`config.mk`:
```
export PLATFORM = sky130hd
export DESIGN_NAME = ltls_cmd_fifo
export DESIGN_NICKNAME = d
export VERILOG_FILES = /design/src/design/ltls_pkg.sv /design/src/design/ltls_cmd_fifo.sv
export SDC_FILE = /design/constraint.sdc
export NUM_CORES = 1
export LEC_CHECK = 0
export ABC_AREA = 1
export BUFFER_PORTS_ARGS = -buffer_cell sky130_fd_sc_hd__buf_2
export CAP_MARGIN = 10
export CORE_ASPECT_RATIO = 0.7
export CORE_UTILIZATION = 52
export DETAILED_ROUTE_END_ITERATION = 8
export PLACE_DENSITY = 0.89
export SETUP_SLACK_MARGIN = 0.2
export SKIP_CTS_REPAIR_TIMING = 1
export SYNTH_ARGS = -nofsm -noshare
export SYNTH_HDL_FRONTEND = slang
export SYNTH_SLANG_ARGS = --single-unit
```
`constraint.sdc`:
```
create_clock -name clk -period 7.2 [get_ports clk]
set_input_delay 1.8 -clock clk [delete_from_list [all_inputs] [get_ports clk]]
set_output_delay 1.8 -clock clk [all_outputs]
set_load 0.02 [all_outputs]
```
`src/design/ltls_pkg.sv`:
```
`timescale 1ns / 1ps
// shared types and codes of the lockstep thread list scheduler
// no dependencies; every other file takes names from here by scope

package ltls_pkg;

  // input word selectors
  typedef enum logic [1:0] {
    ACT_SCHED = 2'd0,
    ACT_NEXT  = 2'd1,
    ACT_MATCH = 2'd2,
    ACT_RESET = 2'd3
  } act_t;

  // result word kinds
  typedef enum logic [2:0] {
    KIND_POP     = 3'd0,
    KIND_NONE    = 3'd1,
    KIND_ACCEPT  = 3'd2,
    KIND_REJECT  = 3'd3,
    KIND_RELEASE = 3'd4
  } kind_t;

  // configuration register indexes
  localparam logic REG_CHAR_OPCODE = 1'b0;
  localparam logic REG_PRED_OPCODE = 1'b1;

  localparam logic [7:0] CHAR_OPCODE_RST = 8'd0;
  localparam logic [7:0] PRED_OPCODE_RST = 8'd1;

  typedef struct packed {
    logic [7:0]  handle;
    logic [15:0] pc;
    logic [7:0]  opcode;
    logic [63:0] counters;
  } item_t;

  typedef struct packed {
    act_t  act;
    item_t item;
  } cmd_t;

  typedef struct packed {
    logic [7:0] char_op;
    logic [7:0] pred_op;
  } cfg_t;

  typedef struct packed {
    kind_t       kind;
    logic [7:0]  handle;
    logic [15:0] pc;
    logic [7:0]  opcode;
    logic [63:0] counters;
    logic        in_sync;
    logic        last;
  } res_t;

  typedef enum logic [3:0] {
    ST_IDLE,
    ST_TS_SCAN,
    ST_TS_PLACE,
    ST_TS_RES,
    ST_GN_CHECK,
    ST_GN_POP,
    ST_GN_WAIT,
    ST_GN_EVAL,
    ST_MF_REL,
    ST_MF_LOOP,
    ST_MF_WAIT,
    ST_MF_EMIT,
    ST_FINISH
  } state_t;

  typedef enum logic {
    ORG_SCHED,
    ORG_DEFER
  } origin_t;

endpackage

```
`src/design/ltls_cmd_fifo.sv`:
```
`timescale 1ns / 1ps
// two-entry command queue between front end and sequencer
// depends on ltls_pkg

module ltls_cmd_fifo (
  input  logic           clk,
  input  logic           rst_n,
  input  logic           wr_valid,
  output logic           wr_ready,
  input  ltls_pkg::cmd_t wr_data,
  output logic           rd_valid,
  input  logic           rd_ready,
  output ltls_pkg::cmd_t rd_data
);

  ltls_pkg::cmd_t slot_r [2];
  logic       wp_r, wp_nxt;
  logic       rp_r, rp_nxt;
  logic [1:0] cnt_r, cnt_nxt;
  logic       do_wr, do_rd;

  assign wr_ready = (cnt_r != 2'd2);
  assign rd_valid = (cnt_r != 2'd0);
  assign rd_data  = slot_r[rp_r];
  assign do_wr    = wr_valid && wr_ready;
  assign do_rd    = rd_valid && rd_ready;

  always_comb begin
    wp_nxt  = do_wr ? ~wp_r : wp_r;
    rp_nxt  = do_rd ? ~rp_r : rp_r;
    cnt_nxt = cnt_r + 2'(do_wr) - 2'(do_rd);
  end

  always_ff @(posedge clk) begin
    if (!rst_n) begin
      wp_r  <= 1'b0;
      rp_r  <= 1'b0;
      cnt_r <= 2'd0;
    end else begin
      wp_r  <= wp_nxt;
      rp_r  <= rp_nxt;
      cnt_r <= cnt_nxt;
    end
  end

  always_ff @(posedge clk) begin
    if (do_wr) begin
      slot_r[wp_r] <= wr_data;
    end
  end

endmodule

```
## Word-level counts from Yosys, hierarchy flattened

Memories as Yosys holds them, arrays and structs flattened. A register that Yosys moved wholly into a read port is not among the register bits.
Cells that the tools add are included.

- Memories: 1
- Logic and storage cells: 16
- Output and inout bits: 100
- Bits in registers: 4
- Memory bits (writable): 196

- Eq/ne operators: 1
- Bitwise operators: 2
- Reductions and logical operators: 3
- $add $sub $neg: 2
- Muxes and demuxes: 4

Memories:

| memory | depth | width | read ports | clocked after memory_dff | write ports | RTL line | RTL |
|---|---|---|---|---|---|---|---|
| slot_r | 2 | 98 | 1 | 1 | 1 | ltls_cmd_fifo.sv:16 | `ltls_pkg::cmd_t slot_r [2];` |

Operators with widths:

| cell | number |
|---|---|
| $mux 1 | 4 |
| $add 2x1->2 | 1 |
| $logic_and 1x1->1 | 2 |
| $ne 2x2->1 const B | 1 |
| $not 1->1 | 2 |
| $reduce_bool 2->1 | 1 |
| $sub 2x1->2 | 1 |

## Longest topological paths before layout

- Word-level depth: 4
- Mapped depth: 11
- Mapped depth without buffers: 11

## Worst setup path after synthesis

OpenSTA, ideal clock, no wires.

- Path kind: input-to-reg
- Start point: input port wr_valid
- End point: memory slot_r[0][0] in the netlist's numbering (enable)
- Arrival: 5958 ps
- Library setup time: 556 ps
- Stages: 2
- Setup slack: 687 ps
- Cell sequence: nand2_1 -> nor2_1

- Cells in the longest elaborated chain, start to end: 3

Ends and longest elaborated chain:

| element | RTL line | RTL |
|---|---|---|
| start, declared | ltls_cmd_fifo.sv:8 | `input logic wr_valid,` |
| $logic_and 1x1->1 | ltls_cmd_fifo.sv:25 | `assign do_wr = wr_valid && wr_ready;` |
| $mux 1 | ltls_cmd_fifo.sv:47 | `if (do_wr) begin` |
| $mux 1 (not written as such) | ltls_cmd_fifo.sv:48 | `slot_r[wp_r] <= wr_data;` |
| end, declared | ltls_cmd_fifo.sv:16 |  |

Every way passes these cells.

==> flow_metrics.py <==
metrics = {
    "status": {
        "outcome": "finished, final reports clean",
    },
    "cells_and_area": {
        "fillerInstances": 960,
        "drive_above_1_share_pct": 57.9,
        "fin_nets": 660,
        "postLayoutCellArea_sq_mm": 0.00913,
        "diodes": 0,
        "area_delta_synth_final_pct": 23.6,
    },
    "synth": {
        "ys_top_cells_by_count": "edfxtp_1, mux2_2, mux2_4, nand2_1, nor2_1",
        "synth_flop_cell": "edfxtp_1",
        "syn_inst": 341,
        "synth_area_leaders": "edfxtp_1, mux2_2, mux2_4",
        "ys_seq_area_share_pct": 81.1,
        "netlist_area_sq_mm": 0.00738,
        "synth_seq_cells": 201,
        "yosysWarnings": 0,
        "yosysTopAreaCellShare_pct": 79.7,
        "synth_edf_count": 196,
        "synth.most_common_cell": "edfxtp_1",
        "yosysUniqueCellTypes": 12,
        "postSynthAreaPerCell_sq_um": 21.7,
        "syn-num-nets": 445,
        "async_flop_share_pct": 0,
        "synth_top_area_cell": "edfxtp_1",
    },
    "hold_path": {
        "holdCritStartpoint": "rp_r",
        "hp-class": "flop to flop",
    },
    "clock_tree": {
        "clkLatencyLatePin_ns": 0.47,
        "cts_tree": "built",
        "cts.clk_slew.worst_paths_ns": 0.07,
        "cts-root-buf": "clkbuf_16",
        "clockBufferDepth": 3,
        "cts_buffers": 19,
        "h-tree-depth": 1,
        "clock-sinks": 201,
    },
    "worst_setup_path": {
        "cp_cell_sequence": "buf_4 -> mux2_2 -> buf_2",
        "cpLargestDelayFamily": "flip-flops",
        "critPathRequiredTime_ns": 5.40,
        "crit_type": "flop to output pin",
        "crit_fanout": 62,
        "cp_slowest_cell": "dfxtp_4",
        "reg2reg_slack_ns": 4.91,
        "critPathBufInv": 2,
        "max_stage_delay_ns": 0.92,
        "critPathArrivalTime_ns": 2.59,
        "r2r_start": "cnt_r[0]",
        "crit_path_end_kind": "output pin",
        "cp-start-kind": "flop",
    },
    "placed_design": {
        "hpwl_microns": 8980,
        "portBuffers": 201,
        "postPlaceCellArea_sq_mm": 0.00859,
        "place_congestion": 0.737,
    },
    "drt": {
        "drt-initial-drc-count": 171,
        "totalWireLength_microns": 13200,
        "drt_pass1_iterations": 4,
        "wl_per_cell_microns": 17.5,
        "drtAntennaViolNets": 0,
        "drc": 0,
        "via_per_inst": 5.00,
        "vias": 3791,
    },
    "sta": {
        "final-max-slew-violation-count": 0,
        "fin_worst_skew_ns": 0.0126,
        "fin_setup_tns_ns": 0,
        "tightest_slew_ns": 0.866,
        "hold_viol_final": 0,
        "fin_crit_ns": 4.39,
        "holdWs_ns": 0.524,
        "setup_viol": 0,
        "finalCritPeriodShare_pct": 61.0,
        "fmax_mhz": 228,
        "maxSlewHeadroom_pct": 42.3,
        "rsz0062_at_grt": "no",
    },
    "die": {
        "core_sq_mm": 0.0139,
        "die-area_sq_mm": 0.0147,
        "io_pins": 202,
        "start_util_pct": 53.2,
        "die_h_microns": 102,
        "dieWidth_microns": 144,
        "std_cell_rows": 36,
    },
    "pwr": {
        "p_leak_nw": 3.47,
        "peakVddDrop_mv": 0.228,
        "power_density_mw_per_mm2": 356,
    },
    "grt": {
        "antenna_found_initial": 2,
        "grt_pass1_wl_microns": 19100,
        "grt_pass1_vias": 3810,
        "overflow": 0,
        "track_usage_pct": 17.4,
        "grt_max_degree": 63,
    },
    "run": {
        "cap_violations": 0,
    },
}
where the power goes:
part	internal (mW)	switching, mW	leakage (nW)
Clock	0.484	0.384	0.264
Sequential	1.48	0.0829	1.87
Combinational	0.337	0.479	1.34
Total	2.30	0.946	3.47
per-stage QoR:
stage / total power [mW] / util, % / worst slack [ns] / std cells
after floorplan: 2.17 / - / 0.687 / 341
after global routing: 3.40 / 65.8 / 2.66 / 758
after CTS: 3.28 / 65.8 / 2.77 / 758
final: 3.25 / 65.8 / 2.81 / 758
after detailed placement: 2.42 / 61.9 / 3.28 / 725
after global placement: 2.38 / 61.9 / 3.35 / 725
cells by family after synthesis:
kind of cell	after synthesis	share of synthesized area (%)
AND/OR/NAND/NOR	20	1.07
adder cells (fa/ha/maj)	2	0.339
buffers and inverters	18	1.44
AO/OA/AOI/OAI	2	0.136
flip-flops	201	81.1
multiplexers	98	16.0
placed cells by master, fill, tap and decap left out, drive strengths merged:
cell type  netlist  routed
ha               2       2
buf             11     205
mux2            98      98
nand2            9       9
dfxtp            5       5
edfxtp         196     196
nor2             8       8
nand3            3       3
clkinv           0      10
a21oi            2       2
inv              7       7
clkbuf           0      23
state kept, by name (all words and copies together) (netlist names), named ones only:
name	count
rp_r	1
wp_r	1
cnt_r	2
slot_r	196
per-layer routing:
| layer | track usage, % | part of all wire (%) | up-vias |
|---|---|---|---|
| met4 | 3.89 | 1.2 | 2 |
| met2 | 30.0 | 50 | 152 |
| met5 | 0 | 0.091 | - |
| met1 | 22.0 | 40 | 1859 |
| li1 | - | - | 1761 |
| met3 | 5.20 | 8.4 | 17 |
final timing paths:
check | to | cells after the start
setup / recovery | rd_data[5] | 3
hold / removal | rp_r | 2
setup reg to reg | slot_r[1][53] | 5
hold reg to reg | rp_r | 2
cell type report:
type                       count  area, sq um  area share (%)
tap                          190          238            2.60
timing repair buffer         205         1040            11.3
sequential                   201         5990            65.6
clock buffer                  23          490            5.37
inverter                       7         28.8           0.315
clock inverter                10         46.3           0.507
multi-input combinational    122         1300            14.2
worst register-to-register path, stage by stage, from the launching register on:
cell	delay, ns
dfxtp_1	0.36
inv_1	0.07
nand2_1	0.12
nand3_1	0.16
inv_4	0.45
buf_4	0.69
Power figures use the tool's default switching activity.
