**config.mk**
```make
export PLATFORM = sky130hd
export DESIGN_NAME = ltls_out_reg
export DESIGN_NICKNAME = d
export VERILOG_FILES = /design/src/design/ltls_pkg.sv /design/src/design/ltls_out_reg.sv
export SDC_FILE = /design/constraint.sdc
export NUM_CORES = 1
export LEC_CHECK = 0
export BUFFER_PORTS_ARGS = -buffer_cell sky130_fd_sc_hd__buf_4
export CORE_UTILIZATION = 35
export CTS_CLUSTER_SIZE = 20
export DETAILED_ROUTE_END_ITERATION = 8
export GPL_TIMING_DRIVEN = 0
export PLACE_DENSITY = 0.69
export SYNTH_ARGS = -nofsm -noshare
export SYNTH_HDL_FRONTEND = slang
export SYNTH_SLANG_ARGS = --single-unit
```
**constraint.sdc**
```tcl
create_clock -name clk -period 1.9 [get_ports clk]
set_clock_uncertainty 0.1 [all_clocks]
set_input_delay 0.19 -clock clk [delete_from_list [all_inputs] [get_ports clk]]
set_output_delay 0.19 -clock clk [all_outputs]
set_load 0.01 [all_outputs]
```
**src/design/ltls_pkg.sv**
```systemverilog
`timescale 1ns / 1ps
// shared types and codes of the lockstep thread list scheduler
// no dependencies; every other file takes names from here by scope

package ltls_pkg;

  // input word selectors
  typedef enum logic [1:0] {
    ACT_SCHED = 2'd0,
    ACT_NEXT  = 2'd1,
    ACT_MATCH = 2'd2,
    ACT_RESET = 2'd3
  } act_t;

  // result word kinds
  typedef enum logic [2:0] {
    KIND_POP     = 3'd0,
    KIND_NONE    = 3'd1,
    KIND_ACCEPT  = 3'd2,
    KIND_REJECT  = 3'd3,
    KIND_RELEASE = 3'd4
  } kind_t;

  // configuration register indexes
  localparam logic REG_CHAR_OPCODE = 1'b0;
  localparam logic REG_PRED_OPCODE = 1'b1;

  localparam logic [7:0] CHAR_OPCODE_RST = 8'd0;
  localparam logic [7:0] PRED_OPCODE_RST = 8'd1;

  typedef struct packed {
    logic [7:0]  handle;
    logic [15:0] pc;
    logic [7:0]  opcode;
    logic [63:0] counters;
  } item_t;

  typedef struct packed {
    act_t  act;
    item_t item;
  } cmd_t;

  typedef struct packed {
    logic [7:0] char_op;
    logic [7:0] pred_op;
  } cfg_t;

  typedef struct packed {
    kind_t       kind;
    logic [7:0]  handle;
    logic [15:0] pc;
    logic [7:0]  opcode;
    logic [63:0] counters;
    logic        in_sync;
    logic        last;
  } res_t;

  typedef enum logic [3:0] {
    ST_IDLE,
    ST_TS_SCAN,
    ST_TS_PLACE,
    ST_TS_RES,
    ST_GN_CHECK,
    ST_GN_POP,
    ST_GN_WAIT,
    ST_GN_EVAL,
    ST_MF_REL,
    ST_MF_LOOP,
    ST_MF_WAIT,
    ST_MF_EMIT,
    ST_FINISH
  } state_t;

  typedef enum logic {
    ORG_SCHED,
    ORG_DEFER
  } origin_t;

endpackage

```
**src/design/ltls_out_reg.sv**
```systemverilog
`timescale 1ns / 1ps
// output register of the result channel
// depends on ltls_pkg

module ltls_out_reg (
  input  logic           clk,
  input  logic           rst_n,
  input  logic           push_valid,
  output logic           push_ready,
  input  ltls_pkg::res_t push_data,
  output logic           out_tvalid,
  input  logic           out_tready,
  output logic [95:0]    out_tdata,
  output logic [3:0]     out_tuser,
  output logic           out_tlast
);

  logic           ov_r, ov_nxt;
  ltls_pkg::res_t od_r, od_nxt;

  assign push_ready = !ov_r || out_tready;

  always_comb begin
    ov_nxt = ov_r;
    od_nxt = od_r;
    if (push_ready) begin
      ov_nxt = push_valid;
      od_nxt = push_data;
    end
  end

  always_ff @(posedge clk) begin
    if (!rst_n) begin
      ov_r <= 1'b0;
    end else begin
      ov_r <= ov_nxt;
    end
  end

  always_ff @(posedge clk) begin
    od_r <= od_nxt;
  end

  assign out_tvalid = ov_r;
  assign out_tdata  = {od_r.counters, od_r.opcode, od_r.pc, od_r.handle};
  assign out_tuser  = {od_r.in_sync, od_r.kind};
  assign out_tlast  = od_r.last;

endmodule
```
==> metrics.md, run 1 <==
| Metric | Value |
|---|---|
| Post-CTS Resized | 0 |
| Die height | roughly 96 microns |
| Post-CTS Setup Bufs | 0 |
| Rows | 33 |
| Post-Synthesis Cell Area | 3080 sq um |
| GP Congestion | between 0.7 and 0.8 |
| YS warnings | 0 |
| CTS Buf Count | 9 |
| Halt Reason | [ERROR RSZ-0060] Max buffer count reached. |
| Initial Util | a little under two fifths |
| Ports | about 210 |
| Die width | around 96 microns |
| Maximum clock path buffer count | 2 |
| Clock root buffer master | clkbuf_8 |
| Sequential area share after synthesis | just under 100% |
| Syn Area/Cell | 29.3 sq um |
| Input/output buffers | around 210 |
| H-tree level count | 3 |
| CTS Sinks | between 100 and 150 |
| Post-Synthesis Cells | roughly 110 |
| Status | aborted with a tool error |
| Syn Nets | 210 |
| CTS Hold Bufs | between 100 and 150 |
| Post-synth cell types | 5 |
| Stage reached | clock tree synthesis |
| FF+latch count, synth | around 100 |
==> Yosys cell counts, drive strengths merged <==
cell / instances / share of area [%]
edfxtp: 101 / 98
a21boi: 1 / 0.37
nand2b: 1 / 0.45
inv: 1 / 0.12
dfxtp: 1 / 0.65
==> logic make-up after synthesis <==
family,after synthesis,synth area share (%)
AO/OA/AOI/OAI,1,0.365
buffers and inverters,1,0.122
flip-flops,102,99.1
AND/OR/NAND/NOR,1,0.447
==> stage by stage <==
| step | worst slack, ps | instance area (sq um) | instances |
|---|---|---|---|
| detailed placement | 23.5 | 4770 | 417 |
| floorplan | 296 | 3080 | 105 |
| global placement | 57.3 | 4770 | 417 |
==> run 2: changes to the inputs <==
CORE_UTILIZATION = 20   (was 35)
CTS_CLUSTER_SIZE = not set   (was 20)
PLACE_DENSITY = not set   (was 0.69)
PLACE_DENSITY_LB_ADDON = 0.15   (was not set)
==> run 2 against run 1 <==
- the run now ends clean
- area after synthesis unchanged
- synthesized cell count unchanged
==> metrics.md, run 2 <==
| Metric | Value |
|---|---|
| Simple-Gate Fraction of Synth Area | 0.447% (unchanged) |
| Cell taking the most area after synthesis | edfxtp_1 |
| Syn Nets | 210 (unchanged) |
| Placeable Area | about 15000 sq um |
| Layout cells sized above 1 | between 50 and 60% |
| Reg2reg setup slack | around 160 ps |
| Compound-Gate Fraction of Synth Area | 0.365% (unchanged) |
| Count leader, synth | edfxtp_1 |
| H-tree level count | 3 (unchanged) |
| Fill cell count | ~1300 |
| CP startpoint kind | flop |
| Routed WL | 8.35 mm |
| WP data required | around 1600 ps |
| Multi-input logic area | ~34 sq um |
| Input/output buffers | 207 (unchanged) |
| Post-Synthesis Cells | 105 (unchanged) |
| Critical Path Sink Type | output pin |
| Commonest non-fill, non-tap cells in the layout | 206 x buf_4, 103 x dlygate4sd3_1, 101 x edfxtp_1 |
| Commonest cells in the synthesized netlist | 101 x edfxtp_1, 1 x a21boi_2, 1 x dfxtp_1, 1 x inv_1, 1 x nand2b_4 |
| Reg area | slightly above 3000 sq um |
| Rows | 45 (+36%) |
| Pre-CTS WS | -57.9 ps (-81.4 ps) |
| CTS Buf Count | 9 (unchanged) |
| Setup CP Type | flop to output pin |
| Post-Synthesis Cell Area | 3080 sq um (unchanged) |
| Max Fclk | about 570 MHz |
| Worst hold path depth | 2 |
| Clk_lat worst skew | between 300 and 400 ps |
| Area share of the largest cell type after synthesis | 98.4% (unchanged) |
| First-pass GRT wire length | ~12 mm |
| RSZ-0062 raised after global routing | no |
| Via count | 2268 |
| Initial antenna violation count | 0 |
| R2r endpoint | out_tdata[62] |
| Initial Util | 20.3% (-16 points) |
| Layout net count | 532 |
| Slew headroom | 14.5% |
| Commonest non-fill, non-tap cell in the layout | buf_4 |
| Overflow after GRT | 0 |
| GP Congestion | 0.719 (-1.1%) |
| Area Growth Syn to Fin | 103% |
| Critical path arrival | 1470 ps |
| Sequential area share after synthesis | 99.1% (unchanged) |
| Final Setup Violations | 0 |
| Residual DRC count | 0 |
| Ys flop type | edfxtp_1 |
| Peak supply drop | ~640 uV |
| CTS Sinks | 102 (unchanged) |
| Critical Path End | push_ready |
| Ports | 208 (unchanged) |
| FF+latch count, synth | 102 (unchanged) |
| WL per Instance | between 10 and 15 microns |
| Vias/cell | between 3 and 4 |
| Clock root buffer master | clkbuf_16 |
| Final min period | between 1500 and 2000 ps |
| Post-Synth Adder-Cell Area | 0% (unchanged) |
| Final setup margin | around 140 ps |
| Main combinational cell family by area after synthesis | simple AND/OR/NAND/NOR gates |
| Max FFs per register | 96 |
| Status | complete, no violations |
| EDFF count, synth | 101 (unchanged) |
| Die width | 126 microns (+32%) |
| ANT nets after route | 0 |
| TritonCTS clock tree | built |
| Max Cap Violations | 0 |
| Final Hold Fails | 0 |
| Final Cycle Share | between 90% and 100% |
| Maximum clock path buffer count | 2 (unchanged) |
| Ys async rst share | 0% (unchanged) |
| Worst R2R Start | out_tvalid |
| Largest net degree at the start of global routing | between 50 and 60 |
| PwrDens | slightly below 900 nW/um^2 |
| Fin util | 41.2% |
| Mux contribution to synthesized area | 0% (unchanged) |
| Die area | 15900 sq um |
| Top fanout value on the critical path | 52 |
| Syn Area/Cell | 29.3 sq um (unchanged) |
| Post-synth cell types | 5 (unchanged) |
| YS warnings | 0 (unchanged) |
| FF-to-FF path depth | 1 |
| DRT Pass-1 Iters | 4 |
| Pins Over Slew Limit | 0 |
| Hold WS | 448 ps |
| Slew @ Worst Pin | 1280 ps |
| Vias in the first global route | approximately 2500 |
| Hold WC Path Type | primary input to flop |
| Clock slew at reported path FFs | 80 ps |
| Synth area leaders | edfxtp_1 98%, dfxtp_1 0.65%, nand2b_4 0.45% |
| Die height | 126 microns (+32%) |
| Antenna diode count | 0 |
| Post-synthesis xor/xnor area fraction | 0% (unchanged) |
| Iter 0 DRT Violations | 50 |
| Tot GR Track Use | between 10% and 20% |
| Crit. Startpoint | out_tvalid |
| Static leakage | approximately 2.7 nW |
==> run 2: cell counts after synthesis <==
Identical to the previous run, type by type.
==> run 2: power by group <==
part,internal (W),switching (W),total [W]
logic,0.000447,0.000245,0.000692
registers,0.00265,0.0000438,0.00269
clock network,0.00118,0.000847,0.00202
total,0.00427,0.00114,0.00541
==> run 2: how the worst min path moves through the flow <==
stage / startpoint / to
after detailed placement: push_data[2] / out_tdata[32]
after CTS: push_data[68] / out_tdata[26]
after global placement: push_data[28] / out_tdata[58]
after floorplan: push_data[90] / out_tdata[0]
final: push_data[2] / out_tdata[32]
after global routing: push_data[51] / out_tdata[81]
==> run 2: cell type report <==
type,instances,area share [%]
Clock inverter,7,1.66
Multi-Input combinational cell,3,0.541
Inverter,1,0.0601
Tap cell,188,3.77
Timing Repair Buffer,310,41.5
Sequential cell,102,48.9
Clock buffer,9,3.61
==> run 2: what timing repair did <==
action | CTS | global route
hold buffers | 103 | 0
hold endpoints to repair | 102 | 0
cloned | 1 | 0
setup buffers | 0 | 0
pin swaps | 0 | 0
setup endpoints to repair | 22 | 7
resized for setup | 1 | 1
==> run 2: cell families after synthesis <==
kind of cell    Yosys count
simple gates              1
flops                   102
buf+inv                   1
compound gates            1
==> run 2: layer usage <==
layer	wire length (microns)	track usage, %	vias up
met3	750	5.23	19
met2	4400	18.5	105
li1	-	-	1066
met1	3000	10.4	1078
met4	195	5.39	0
met5	0	0	-
==> run 2: critical path, stage by stage, from the launching register on <==
cell and delay, ps:
dfxtp_2 350, nand2b_4 570, buf_6 190
==> run 2: per-stage QoR <==
| step | TNS (ps) | instances | total power [W] | instance area [sq um] |
|---|---|---|---|---|
| after floorplan | 0 | 105 | 0.00285 | 3080 |
| after global placement | -33.4 | 500 | 0.00326 | 4870 |
| after detailed placement | -57.9 | 500 | 0.00326 | 4870 |
| after CTS | 0 | 620 | 0.00549 | 6240 |
| after global routing | 0 | 620 | 0.00562 | 6240 |
| final | 0 | 620 | 0.00541 | 6240 |
Note: power is estimated with default switching activity, not from simulation.
